[config.mk]
export PLATFORM = sky130hd
export DESIGN_NAME = dna_two_bit_packer_unit
export DESIGN_NICKNAME = d
export VERILOG_FILES = /design/src/hw/rtl/dtbp_pkg.sv /design/src/hw/rtl/dna_two_bit_packer_unit.sv /design/src/hw/rtl/dtbp_front.sv /design/src/hw/rtl/dtbp_queue.sv /design/src/hw/rtl/dtbp_back.sv
export SDC_FILE = /design/constraint.sdc
export NUM_CORES = 1
export LEC_CHECK = 0
export ABC_AREA = 1
export BUFFER_PORTS_ARGS = -buffer_cell sky130_fd_sc_hd__buf_2
export CORE_ASPECT_RATIO = 1.2
export CORE_MARGIN = 10
export CORE_UTILIZATION = 47
export CTS_CLUSTER_DIAMETER = 100
export DETAILED_ROUTE_END_ITERATION = 8
export SYNTH_ARGS = -nofsm -noshare
export SYNTH_HDL_FRONTEND = slang
export SYNTH_SLANG_ARGS = --single-unit
export TNS_END_PERCENT = 5
[constraint.sdc]
create_clock -name clk_i -period 11.99 [get_ports clk_i]
set_clock_uncertainty 0.1 [all_clocks]
set_input_delay 0 -clock clk_i [delete_from_list [all_inputs] [get_ports clk_i]]
set_output_delay 0 -clock clk_i [all_outputs]
set_load 0.01 [all_outputs]
[src/hw/rtl/dtbp_pkg.sv]
package dtbp_pkg;

  // Width of the position and run counters
  localparam int unsigned PosW = 32;

  // Record queue between front and back (power of two)
  localparam int unsigned QDepth = 4;
  localparam int unsigned QPtrW  = $clog2(QDepth);

  // ASCII characters of interest
  localparam logic [7:0] ChLowT = 8'h74;
  localparam logic [7:0] ChLowC = 8'h63;
  localparam logic [7:0] ChLowA = 8'h61;
  localparam logic [7:0] ChLowG = 8'h67;
  localparam logic [7:0] ChLowN = 8'h6e;
  localparam logic [7:0] ChUpT  = 8'h54;
  localparam logic [7:0] ChUpC  = 8'h43;
  localparam logic [7:0] ChUpA  = 8'h41;
  localparam logic [7:0] ChUpG  = 8'h47;
  localparam logic [7:0] ChUpN  = 8'h4e;

  // Two-bit base codes
  localparam logic [1:0] BaseT = 2'd0;
  localparam logic [1:0] BaseC = 2'd1;
  localparam logic [1:0] BaseA = 2'd2;
  localparam logic [1:0] BaseG = 2'd3;

  // Record kinds; also the bit positions in a bundle's record mask
  typedef enum logic [1:0] {
    RecByte  = 2'd0,
    RecNRun  = 2'd1,
    RecUpper = 2'd2,
    RecEnd   = 2'd3
  } rec_kind_e;

  localparam int unsigned NumKinds = 4;

  // All records caused by one character
  typedef struct packed {
    logic [NumKinds-1:0] mask;
    logic [7:0]          byte_val;
    logic [31:0]         n_start;
    logic [31:0]         n_len;
    logic [31:0]         u_start;
    logic [31:0]         u_len;
    logic [31:0]         end_len;
    logic                end_ovf;
  } rec_bundle_t;

  function automatic logic [1:0] base_code(input logic [7:0] ch);
    logic [1:0] code;
    code = BaseT;
    if (ch == ChLowC || ch == ChUpC) code = BaseC;
    else if (ch == ChLowA || ch == ChUpA) code = BaseA;
    else if (ch == ChLowG || ch == ChUpG) code = BaseG;
    return code;
  endfunction

  // Saturating increment at the counter's all-ones value
  function automatic logic [PosW-1:0] sat_inc(input logic [PosW-1:0] v);
    logic [PosW-1:0] r;
    r = (v == '1) ? v : v + PosW'(1);
    return r;
  endfunction

  // Clamp a counter value into a 32-bit field
  function automatic logic [31:0] sat32(input logic [PosW-1:0] v);
    logic [PosW+31:0] ext;
    logic [31:0]      r;
    ext = {32'd0, v};
    if (ext[PosW+31:32] != '0) r = '1;
    else r = ext[31:0];
    return r;
  endfunction

endpackage

[src/hw/rtl/dna_two_bit_packer_unit.sv]
// Path: a character's records pass the queue write, the bundle load and the output
// register in that order; further records follow one a cycle while the receiver is ready.
// Throughput: one character per cycle while each yields at most one record and the
// receiver is ready; the back end drains one record per cycle unless the receiver stalls,
// so characters with several records back up the four-entry queue and input ready drops while it is full.
// Reset: asynchronous active low; counters, packer and queue clear, no sweep.
module dna_two_bit_packer_unit (
  input  logic        clk_i,
  input  logic        rst_ni,
  input  logic        in_valid_i,
  output logic        in_ready_o,
  input  logic [7:0]  char_code_i,
  input  logic        final_char_i,
  output logic        out_valid_o,
  input  logic        out_ready_i,
  output logic [1:0]  record_kind_o,
  output logic [7:0]  packed_byte_o,
  output logic [31:0] run_start_o,
  output logic [31:0] run_length_o,
  output logic        length_overflow_o,
  output logic        final_record_o
);
  import dtbp_pkg::*;

  logic        push, full, pop, empty;
  rec_bundle_t push_data, pop_data;

  // Classify characters, track runs, build record bundles
  dtbp_front u_front (
    .clk_i        (clk_i),
    .rst_ni       (rst_ni),
    .in_valid_i   (in_valid_i),
    .in_ready_o   (in_ready_o),
    .char_code_i  (char_code_i),
    .final_char_i (final_char_i),
    .full_i       (full),
    .push_o       (push),
    .push_data_o  (push_data)
  );

  // Decoupling queue
  dtbp_queue u_queue (
    .clk_i       (clk_i),
    .rst_ni      (rst_ni),
    .push_i      (push),
    .push_data_i (push_data),
    .full_o      (full),
    .pop_i       (pop),
    .pop_data_o  (pop_data),
    .empty_o     (empty)
  );

  // Serialize bundles into output records
  dtbp_back u_back (
    .clk_i             (clk_i),
    .rst_ni            (rst_ni),
    .empty_i           (empty),
    .pop_data_i        (pop_data),
    .pop_o             (pop),
    .out_valid_o       (out_valid_o),
    .out_ready_i       (out_ready_i),
    .record_kind_o     (record_kind_o),
    .packed_byte_o     (packed_byte_o),
    .run_start_o       (run_start_o),
    .run_length_o      (run_length_o),
    .length_overflow_o (length_overflow_o),
    .final_record_o    (final_record_o)
  );

endmodule

[src/hw/rtl/dtbp_front.sv]
module dtbp_front (
  input  logic                 clk_i,
  input  logic                 rst_ni,
  input  logic                 in_valid_i,
  output logic                 in_ready_o,
  input  logic [7:0]           char_code_i,
  input  logic                 final_char_i,
  input  logic                 full_i,
  output logic                 push_o,
  output dtbp_pkg::rec_bundle_t push_data_o
);
  import dtbp_pkg::*;

  logic [PosW-1:0] pos_q, pos_d;
  logic [PosW-1:0] nst_q, nst_d, nlen_q, nlen_d;
  logic [PosW-1:0] ust_q, ust_d, ulen_q, ulen_d;
  logic [7:0]      acc_q, acc_d;
  logic            ovf_q, ovf_d;

  logic            accept;
  logic [1:0]      slot;
  logic [2:0]      shamt;
  logic [7:0]      acc_fill;
  logic            is_n, is_up;
  logic            emit_byte, n_close, u_close;
  logic [PosW-1:0] n_len_new, n_st_new, u_len_new, u_st_new;
  logic            pos_sat;
  logic [PosW-1:0] pos_new;
  logic            ovf_new;
  rec_bundle_t     bundle;

  assign in_ready_o = !full_i;
  assign accept     = in_valid_i && in_ready_o;

  // Byte packing: slot s lands at bits 2*(3-s)+1 .. 2*(3-s)
  assign slot      = pos_q[1:0];
  assign shamt     = {~slot, 1'b0};
  assign acc_fill  = acc_q | ({6'd0, base_code(char_code_i)} << shamt);
  assign emit_byte = (slot == 2'd3) || final_char_i;

  // Character classes
  assign is_n  = (char_code_i == ChLowN) || (char_code_i == ChUpN);
  assign is_up = (char_code_i == ChUpT) || (char_code_i == ChUpC) ||
                 (char_code_i == ChUpA) || (char_code_i == ChUpG) ||
                 (char_code_i == ChUpN);

  // Run tracking, including the current character
  assign n_len_new = is_n ? sat_inc(nlen_q) : nlen_q;
  assign n_st_new  = (is_n && nlen_q == '0) ? pos_q : nst_q;
  assign n_close   = (n_len_new != '0) && (!is_n || final_char_i);
  assign u_len_new = is_up ? sat_inc(ulen_q) : ulen_q;
  assign u_st_new  = (is_up && ulen_q == '0) ? pos_q : ust_q;
  assign u_close   = (u_len_new != '0) && (!is_up || final_char_i);

  // Position counter saturates and flags overflow
  assign pos_sat = (pos_q == '1);
  assign pos_new = pos_sat ? pos_q : pos_q + PosW'(1);
  assign ovf_new = ovf_q | pos_sat;

  // Records of this character
  always_comb begin
    bundle               = '0;
    bundle.mask[RecByte]  = emit_byte;
    bundle.mask[RecNRun]  = n_close;
    bundle.mask[RecUpper] = u_close;
    bundle.mask[RecEnd]   = final_char_i;
    bundle.byte_val      = acc_fill;
    bundle.n_start       = sat32(n_st_new);
    bundle.n_len         = sat32(n_len_new);
    bundle.u_start       = sat32(u_st_new);
    bundle.u_len         = sat32(u_len_new);
    bundle.end_len       = sat32(pos_new);
    bundle.end_ovf       = ovf_new;
  end

  assign push_o      = accept && (bundle.mask != '0);
  assign push_data_o = bundle;

  // Next state; the final character returns everything to reset values
  always_comb begin
    pos_d  = pos_q;
    nst_d  = nst_q;
    nlen_d = nlen_q;
    ust_d  = ust_q;
    ulen_d = ulen_q;
    acc_d  = acc_q;
    ovf_d  = ovf_q;
    if (accept) begin
      if (final_char_i) begin
        pos_d  = '0;
        nst_d  = '0;
        nlen_d = '0;
        ust_d  = '0;
        ulen_d = '0;
        acc_d  = '0;
        ovf_d  = 1'b0;
      end else begin
        pos_d  = pos_new;
        nst_d  = n_st_new;
        nlen_d = n_close ? '0 : n_len_new;
        ust_d  = u_st_new;
        ulen_d = u_close ? '0 : u_len_new;
        acc_d  = emit_byte ? 8'd0 : acc_fill;
        ovf_d  = ovf_new;
      end
    end
  end

  always_ff @(posedge clk_i or negedge rst_ni) begin
    if (!rst_ni) begin
      pos_q  <= '0;
      nst_q  <= '0;
      nlen_q <= '0;
      ust_q  <= '0;
      ulen_q <= '0;
      acc_q  <= '0;
      ovf_q  <= 1'b0;
    end else begin
      pos_q  <= pos_d;
      nst_q  <= nst_d;
      nlen_q <= nlen_d;
      ust_q  <= ust_d;
      ulen_q <= ulen_d;
      acc_q  <= acc_d;
      ovf_q  <= ovf_d;
    end
  end

endmodule

[src/hw/rtl/dtbp_queue.sv]
module dtbp_queue (
  input  logic                  clk_i,
  input  logic                  rst_ni,
  input  logic                  push_i,
  input  dtbp_pkg::rec_bundle_t push_data_i,
  output logic                  full_o,
  input  logic                  pop_i,
  output dtbp_pkg::rec_bundle_t pop_data_o,
  output logic                  empty_o
);
  import dtbp_pkg::*;

  rec_bundle_t      mem_q [QDepth];
  logic [QPtrW-1:0] wr_ptr_q, wr_ptr_d, rd_ptr_q, rd_ptr_d;
  logic [QPtrW:0]   count_q, count_d;
  logic             do_push, do_pop;

  assign full_o     = (count_q == (QPtrW+1)'(QDepth));
  assign empty_o    = (count_q == '0);
  assign do_push    = push_i && !full_o;
  assign do_pop     = pop_i && !empty_o;
  assign pop_data_o = mem_q[rd_ptr_q];

  // Pointer and fill bookkeeping
  always_comb begin
    wr_ptr_d = do_push ? wr_ptr_q + QPtrW'(1) : wr_ptr_q;
    rd_ptr_d = do_pop ? rd_ptr_q + QPtrW'(1) : rd_ptr_q;
    count_d  = count_q;
    if (do_push && !do_pop) count_d = count_q + (QPtrW+1)'(1);
    else if (!do_push && do_pop) count_d = count_q - (QPtrW+1)'(1);
  end

  always_ff @(posedge clk_i or negedge rst_ni) begin
    if (!rst_ni) begin
      wr_ptr_q <= '0;
      rd_ptr_q <= '0;
      count_q  <= '0;
    end else begin
      wr_ptr_q <= wr_ptr_d;
      rd_ptr_q <= rd_ptr_d;
      count_q  <= count_d;
    end
  end

  // Storage
  always_ff @(posedge clk_i) begin
    if (do_push) begin
      mem_q[wr_ptr_q] <= push_data_i;
    end
  end

  a_no_push_full : assert property (@(posedge clk_i) disable iff (!rst_ni)
    push_i |-> !full_o) else $error("queue push while full");

  a_count_bound : assert property (@(posedge clk_i) disable iff (!rst_ni)
    count_q <= (QPtrW+1)'(QDepth)) else $error("queue count out of range");

endmodule

[src/hw/rtl/dtbp_back.sv]
module dtbp_back (
  input  logic                  clk_i,
  input  logic                  rst_ni,
  input  logic                  empty_i,
  input  dtbp_pkg::rec_bundle_t pop_data_i,
  output logic                  pop_o,
  output logic                  out_valid_o,
  input  logic                  out_ready_i,
  output logic [1:0]            record_kind_o,
  output logic [7:0]            packed_byte_o,
  output logic [31:0]           run_start_o,
  output logic [31:0]           run_length_o,
  output logic                  length_overflow_o,
  output logic                  final_record_o
);
  import dtbp_pkg::*;

  rec_bundle_t         pend_q, pend_d;
  logic [NumKinds-1:0] mask_rem;
  logic                adv, have_rec;
  rec_kind_e           pick;

  logic        valid_q, valid_d;
  rec_kind_e   kind_q, kind_d;
  logic [7:0]  byte_q, byte_d;
  logic [31:0] start_q, start_d, len_q, len_d;
  logic        ovf_q, ovf_d, fin_q, fin_d;

  // Output register frees up when empty or taken
  assign adv      = !valid_q || out_ready_i;
  assign have_rec = (pend_q.mask != '0);

  // Lowest pending kind goes first
  always_comb begin
    priority if (pend_q.mask[RecByte]) pick = RecByte;
    else if (pend_q.mask[RecNRun]) pick = RecNRun;
    else if (pend_q.mask[RecUpper]) pick = RecUpper;
    else pick = RecEnd;
  end

  always_comb begin
    mask_rem = pend_q.mask;
    if (adv && have_rec) mask_rem[pick] = 1'b0;
  end

  // Refill the held bundle when it runs dry
  assign pop_o = (mask_rem == '0) && !empty_i;

  always_comb begin
    pend_d      = pend_q;
    pend_d.mask = mask_rem;
    if (pop_o) pend_d = pop_data_i;
  end

  // Output record fields
  always_comb begin
    valid_d = valid_q;
    kind_d  = kind_q;
    byte_d  = byte_q;
    start_d = start_q;
    len_d   = len_q;
    ovf_d   = ovf_q;
    fin_d   = fin_q;
    if (adv) begin
      valid_d = have_rec;
      kind_d  = pick;
      byte_d  = 8'd0;
      start_d = 32'd0;
      len_d   = 32'd0;
      ovf_d   = 1'b0;
      fin_d   = 1'b0;
      unique case (pick)
        RecByte: byte_d = pend_q.byte_val;
        RecNRun: begin
          start_d = pend_q.n_start;
          len_d   = pend_q.n_len;
        end
        RecUpper: begin
          start_d = pend_q.u_start;
          len_d   = pend_q.u_len;
        end
        RecEnd: begin
          len_d = pend_q.end_len;
          ovf_d = pend_q.end_ovf;
          fin_d = 1'b1;
        end
        default: ;
      endcase
    end
  end

  always_ff @(posedge clk_i or negedge rst_ni) begin
    if (!rst_ni) begin
      pend_q  <= '0;
      valid_q <= 1'b0;
    end else begin
      pend_q  <= pend_d;
      valid_q <= valid_d;
    end
  end

  always_ff @(posedge clk_i) begin
    kind_q  <= kind_d;
    byte_q  <= byte_d;
    start_q <= start_d;
    len_q   <= len_d;
    ovf_q   <= ovf_d;
    fin_q   <= fin_d;
  end

  assign out_valid_o       = valid_q;
  assign record_kind_o     = kind_q;
  assign packed_byte_o     = byte_q;
  assign run_start_o       = start_q;
  assign run_length_o      = len_q;
  assign length_overflow_o = ovf_q;
  assign final_record_o    = fin_q;

  a_final_is_end : assert property (@(posedge clk_i) disable iff (!rst_ni)
    valid_q && fin_q |-> kind_q == RecEnd) else $error("final flag on non-end record");

  a_byte_clean : assert property (@(posedge clk_i) disable iff (!rst_ni)
    valid_q && kind_q == RecByte |-> len_q == 32'd0 && start_q == 32'd0 && !fin_q)
    else $error("packed byte record carries run fields");

endmodule

======== Yosys cells after proc, flatten, opt, wreduce, memory -nomap -nowiden ========
Memory sizes are Yosys's and may differ from the RTL's.
Index checks and enable logic that the tools add are counted.
cells by class
  reduce and logical (&&, ||, !) cells .... 42
  shift operators ......................... 1
  $add $sub $neg .......................... 7
  $lt $le $gt $ge ......................... 2
  muxes and demuxes ....................... 34
  eq/ne operators ......................... 17
  bitwise operators ....................... 5
operator list
  operator                 count
  $mux W32                 14
  $mux W173                1
  $add A32 B1 Y32 const B  3
  $eq A32 B32 Y1 const B   3
  $pmux W32 S3             1
  $eq A8 B7 Y1 const B     9
  $logic_not A32 Y1        2
  $pmux W32 S2             1
  $reduce_bool A32 Y1      2
  $mux W8                  2
  $logic_and A1 B1 Y1      13
  $logic_or A1 B1 Y1       12
  $mux W2                  5
  $or A8 B8 Y8             1
  $reduce_bool A4 Y1       2
  $shl A2 B3 Y8            1
  $logic_not A1 Y1         7
  $eq A2 B2 Y1 const B     3
  $mux W1                  6
  $mux W3                  2
  $add A2 B1 Y2 const B    2
  $and A4 B4 Y4            1
  $logic_not A4 Y1         1
  $mux W4                  1
  13 further kinds         13
word-level totals
  memories kept ........................... 1
  bits in registers ....................... 426
  memory bits (writable) .................. 692
  logic and storage cells ................. 134
  bits of input ports ..................... 13
  output and inout port bits .............. 78
memories
  name           words  bits a word  read ports  clocked after Yosys merged registers in  wr ports  line              text
  u_queue.mem_q  4      173          1           0                                        1         dtbp_queue.sv:13  rec_bundle_t mem_q [QDepth];

======== Depth between registers and ports, before layout ========
  depth in word-level cells ............... 16
  depth in mapped cells ................... 26
  gate-level depth less buffers ........... 26

======== Hierarchy ========
From an unflattened synthesis, not the netlist that was laid out.
unflattened totals
  cell total of the unflattened synthesis .. 4992
  area total of the unflattened synthesis .. 50175.6 sq um
modules (own cells, without submodules)
  module      sequential area each (sq um)  cells each  times used  area each (sq um)
  dtbp_queue  20955.1                       2080        1           28019.4
  dtbp_front  4229.1                        1721        1           11449.7
  dtbp_back   6636.4                        1191        1           10706.5

======== Least setup slack after synthesis ========
Ideal clock, no wire load.
  path type ............................... register to register
  start ................................... register u_front.ulen_q[0]
  end ..................................... memory u_queue.mem_q[0][0] (netlist bit) (enable)
  path buffers ............................ 1
  cell stages (with the launch flop) ...... 19
  arrival ................................. 9332 ps
  data required time ...................... 11182 ps
  period minus slack after synthesis ...... 10140 ps
  library setup time ...................... 708 ps
  setup slack ............................. 1850 ps
  cells stage by stage .................... dfrtp_1 ha_1 nand2_1 nor2_4 nand2_4 nor2_4 nand2_1 buf_2 nand3_1 nand2_1 o21ai_1 nor2_1 nand2_1 nor2_1 nand3_1 nand2_4 nand3_2 nand2_4 nor2_1
RTL lines
  item                      line               text
  start: declaration        dtbp_front.sv:16   logic [PosW-1:0] ust_q, ust_d, ulen_q, ulen_d;
  start signal: assignment  dtbp_front.sv:123  ulen_q <= ulen_d;
  end: declaration          dtbp_queue.sv:13

==> run_summary.xml <==
<?xml version="1.0" encoding="UTF-8"?>
<metrics>
  <group name="status">
    <metric name="outcome" unit="">complete, no violations</metric>
  </group>
  <group name="global_route">
    <metric name="antenna_violations_before_repair" unit="">0</metric>
    <metric name="grt_overflow_total" unit="">0</metric>
    <metric name="grt_start_max_net_pins" unit="">189</metric>
    <metric name="grt_first_pass_wirelength" unit="um">198000</metric>
    <metric name="grt_pass1_vias" unit="">32400</metric>
    <metric name="gr-usage-all-layers" unit="%">22.4</metric>
  </group>
  <group name="layout">
    <metric name="n_antenna_cell" unit="">0</metric>
    <metric name="post_route_cells_drive_above_1_share" unit="%">8.09</metric>
    <metric name="most_used_cells_in_the_layout_excluding_fill_and_tap_cells" unit="">1039 x nor2_1, 768 x edfxtp_1, 645 x nand2_1, 445 x o21ai_0, 350 x inv_1</metric>
    <metric name="fillerInstances" unit="">8754</metric>
    <metric name="final_core_utilization" unit="%">52.8</metric>
    <metric name="post-route-cell-area" unit="sq mm">0.0528</metric>
    <metric name="post_layout_cell_count" unit="">5987</metric>
    <metric name="layout-area-overhead-vs-synth" unit="%">11.5</metric>
    <metric name="layout_commonest_cell" unit="">nor2_1</metric>
    <metric name="fin_nets" unit="">4629</metric>
  </group>
  <group name="floorplan">
    <metric name="top_level_ports" unit="">91</metric>
    <metric name="floorplan.die.width" unit="um">310</metric>
    <metric name="coreArea" unit="sq mm">0.0999</metric>
    <metric name="starting_utilization_of_the_core_area" unit="%">47.4</metric>
    <metric name="floorplan.rows" unit="">127</metric>
    <metric name="fp.dieH" unit="um">368</metric>
    <metric name="floorplan.die_area" unit="sq mm">0.114</metric>
  </group>
  <group name="worst_setup_path">
    <metric name="crit_top_cell" unit="">nand2_1</metric>
    <metric name="cp_cell_sequence" unit="">ha_1 &gt; nand2_1 &gt; nor2_4 &gt; nand2_4 &gt; nor2_4 &gt; nand2_1 &gt; nand2_1 &gt; nand2_1 &gt; nand2_1 &gt; inv_1 &gt; nand2_1 &gt; nor2_1 &gt; nand2_1 &gt; nor2_1 &gt; nand3_1 &gt; nand2_4 &gt; nand3_2 &gt; nand2_4 &gt; nor2_4 &gt; buf_4 &gt; buf_4</metric>
    <metric name="critical-path-slowest-cell" unit="">nor2_4</metric>
    <metric name="cp_slowest_stage_delay" unit="ns">0.88</metric>
    <metric name="critPathRequiredTime" unit="ns">12.19</metric>
    <metric name="critPathCaptureType" unit="">flip-flop</metric>
    <metric name="critical_path_startpoint_category" unit="">flip-flop</metric>
    <metric name="worst_ep_arrival_time" unit="ns">6.51</metric>
    <metric name="path_max_fanout" unit="">52</metric>
    <metric name="criticalPathCategory" unit="">flip-flop to flip-flop</metric>
    <metric name="rrSetupSlack" unit="ns">5.68</metric>
  </group>
  <group name="synth">
    <metric name="synth_edf_count" unit="">768</metric>
    <metric name="postSynth.asyncResetShare" unit="%">31.3</metric>
    <metric name="synth_nets" unit="">4614</metric>
    <metric name="mux_cell_area_share_after_synthesis" unit="%">0.0238</metric>
    <metric name="xor_xnor_cell_area_share_of_the_yosys_netlist" unit="%">0.611</metric>
    <metric name="ys_ff_latch" unit="">1118</metric>
    <metric name="syn_area_per_cell" unit="sq um">10.3</metric>
    <metric name="yosysWarningCount" unit="">0</metric>
    <metric name="synth_adder_area_share" unit="%">0.439</metric>
    <metric name="netlist_area" unit="sq mm">0.0473</metric>
    <metric name="synth_top_flop_cell" unit="">edfxtp_1</metric>
    <metric name="synth.yosys.seq_area_share" unit="%">67.2</metric>
    <metric name="post_synth_inst_count" unit="">4585</metric>
    <metric name="yosysUniqueCellTypes" unit="">41</metric>
    <metric name="yosys.area_share.simple" unit="%">16.9</metric>
    <metric name="combinational_family_with_the_most_area_after_synthesis" unit="">simple AND/OR/NAND/NOR gates</metric>
    <metric name="synth-compound-area-share" unit="%">9.74</metric>
  </group>
  <group name="timing">
    <metric name="final-hold-violation-count" unit="">0</metric>
    <metric name="worst_hold_slack" unit="ns">0.0460</metric>
    <metric name="setup_violations" unit="">0</metric>
    <metric name="relSlewSlack" unit="%">20.3</metric>
    <metric name="maxClockFrequency" unit="GHz">0.158</metric>
    <metric name="tightestPinTransition" unit="ns">1.20</metric>
    <metric name="report.final.slew_viol_count" unit="">0</metric>
    <metric name="totalNegativeSetupSlack" unit="ns">0</metric>
    <metric name="period_needed" unit="ns">6.31</metric>
    <metric name="fin_crit_sh" unit="%">52.6</metric>
    <metric name="rsz0062_at_grt" unit="">false</metric>
  </group>
  <group name="route">
    <metric name="vias_per_cell" unit="">5.51</metric>
    <metric name="drt-total-wl" unit="um">128000</metric>
    <metric name="first_pass_iters" unit="">6</metric>
    <metric name="drt.antenna.violating_nets" unit="">0</metric>
    <metric name="met2_wirelength" unit="um">62900</metric>
    <metric name="met3RoutedLength" unit="um">7060</metric>
    <metric name="route.detailed.drc" unit="">0</metric>
    <metric name="detail_route.wl_per_cell" unit="um">21.4</metric>
    <metric name="routedLengthMet1" unit="um">54300</metric>
    <metric name="detail_route.iter0.violations" unit="">2771</metric>
    <metric name="vias" unit="">33000</metric>
    <metric name="highest_layer" unit="">met4</metric>
  </group>
  <group name="clocking">
    <metric name="post-cts-setup-buffer-count" unit="">0</metric>
    <metric name="htreeDepth" unit="">3</metric>
    <metric name="cts_tree" unit="">yes</metric>
    <metric name="cts.hold.buffers_added" unit="">11</metric>
    <metric name="clock_insertion_delay_worst_skew" unit="ns">0.69</metric>
    <metric name="post_cts_resize_count" unit="">0</metric>
    <metric name="tritoncts.num_buffers" unit="">111</metric>
    <metric name="clkSinkCount" unit="">1118</metric>
    <metric name="clock-root-buffer" unit="">clkbuf_16</metric>
    <metric name="ctsLongestPathBuffers" unit="">3</metric>
    <metric name="clk_pin_slew_worst_paths" unit="ns">0.06</metric>
  </group>
  <group name="place">
    <metric name="final_weighted_congestion_in_routability_driven_placement" unit="">0.923</metric>
    <metric name="port_buffers" unit="">90</metric>
    <metric name="post-place-cells" unit="">5766</metric>
    <metric name="placedInstanceArea" unit="sq mm">0.0488</metric>
    <metric name="detailed_place_hpwl" unit="um">78500</metric>
  </group>
  <group name="pwr">
    <metric name="leakage" unit="nW">20.8</metric>
    <metric name="highest_ir_drop_seen_on_vdd" unit="mV">0.271</metric>
    <metric name="power.density" unit="mW/mm^2">244</metric>
  </group>
  <group name="hold_path">
    <metric name="worstHoldPathType" unit="">primary input to flip-flop</metric>
  </group>
  <group name="run">
    <metric name="drv_cap" unit="">0</metric>
  </group>
</metrics>
-- metrics by stage --
| stage | power, mW | worst slack, ns |
|---|---|---|
| finish | 12.9 | 5.68 |
| CTS | 13.0 | 5.70 |
| global route | 13.7 | 5.33 |
| floorplan | 8.05 | 1.85 |
| global placement | 9.36 | 5.78 |
| detailed placement | 9.40 | 5.73 |
-- area by class of cell --
type	count	area [sq um]	area share [%]
clock inverters	55	691	1.31
inverters	367	1400	2.66
well taps	1290	1610	3.06
clock buffers	155	3100	5.87
repair buffers	146	938	1.78
multi-input cells	2856	13200	25.0
flip-flops and latches	1118	31800	60.3
-- state kept, by name, indices dropped and copies added, names as in the netlist --
name	count
u_back.final_record_o	1
u_back.length_overflow_o	1
u_back.out_valid_o	1
u_back.packed_byte_o	8
u_back.pend_q	173
u_back.record_kind_o	2
u_back.run_length_o	32
u_back.run_start_o	32
u_front.acc_q	8
u_front.nlen_q	32
u_front.nst_q	32
u_front.ovf_q	1
u_front.pos_q	32
u_front.ulen_q	32
u_front.ust_q	32
u_queue.count_q	3
u_queue.mem_q	692
u_queue.rd_ptr_q	2
u_queue.wr_ptr_q	2
-- worst max-delay path, delay by kind of cell, from the launching register on --
family | cells | cell delay (ns)
fa+ha+maj | 1 | 0.24
buf+inv | 3 | 1.66
flops | 1 | 0.46
simple gates | 17 | 3.37
-- cells by family after synthesis --
logic type                 Yosys count
AOI/OAI and AO/OA                  818
muxes                                1
and+or+nand+nor                   1988
DFF                               1118
adders and majority gates           16
xor gates and xnor gates            33
buffers and inverters              611
-- Yosys cell counts, types with 10 or more instances --
| library cell | number | area, sq um |
|---|---|---|
| nand3_1 | 189 | 946 |
| inv_2 | 11 | 41.3 |
| nand2_1 | 646 | 2420 |
| nand4_1 | 47 | 294 |
| buf_2 | 15 | 75.1 |
| nor2_1 | 1044 | 3920 |
| a21oi_1 | 85 | 425 |
| o21ai_1 | 15 | 75.1 |
| o22ai_2 | 10 | 125 |
| a22o_1 | 33 | 289 |
| edfxtp_1 | 768 | 23100 |
| nor3_1 | 18 | 90.1 |
| a31oi_1 | 169 | 1060 |
| dfrtp_1 | 350 | 8760 |
| o22ai_1 | 50 | 313 |
| clkbuf_1 | 189 | 709 |
| inv_1 | 355 | 1330 |
| xor2_1 | 29 | 254 |
| ha_1 | 15 | 188 |
| o21ai_0 | 445 | 2230 |
| nor4_1 | 13 | 81.3 |
| buf_1 | 30 | 113 |
-- final timing paths --
kind / start / depth (start not counted) / end
setup / recovery: u_front.ulen_q[0]$_DFFE_PN0P_ / 21 / u_queue.mem_q[2][14]$_DFFE_PP_
hold / removal: char_code_i[7] / 7 / u_front.nlen_q[0]$_DFFE_PN0P_
setup reg to reg: u_front.ulen_q[0]$_DFFE_PN0P_ / 21 / u_queue.mem_q[2][14]$_DFFE_PP_
hold reg to reg: u_back.pend_q[172]$_DFF_PN0_ / 2 / u_back.out_valid_o$_DFFE_PN0N_
max in group asynchronous: rst_ni / 5 / u_front.nlen_q[19]$_DFFE_PN0P_
min in group asynchronous: rst_ni / 4 / u_back.pend_q[143]$_DFFE_PN0P_
-- per-layer routing --
layer | track usage (%) | vias to the layer above
met5 | 0 | -
met4 | 7.90 | 0
met3 | 2.76 | 222
met2 | 37.9 | 920
met1 | 29.5 | 16300
li1 | - | 15600
-- report_power, final --
group / leakage (nW) / switching (mW) / internal, mW
registers: 11.6 / 0.370 / 5.11
logic: 7.36 / 2.78 / 1.03
clock network: 1.85 / 1.48 / 2.13
Note: power is estimated with default switching activity, not from simulation.
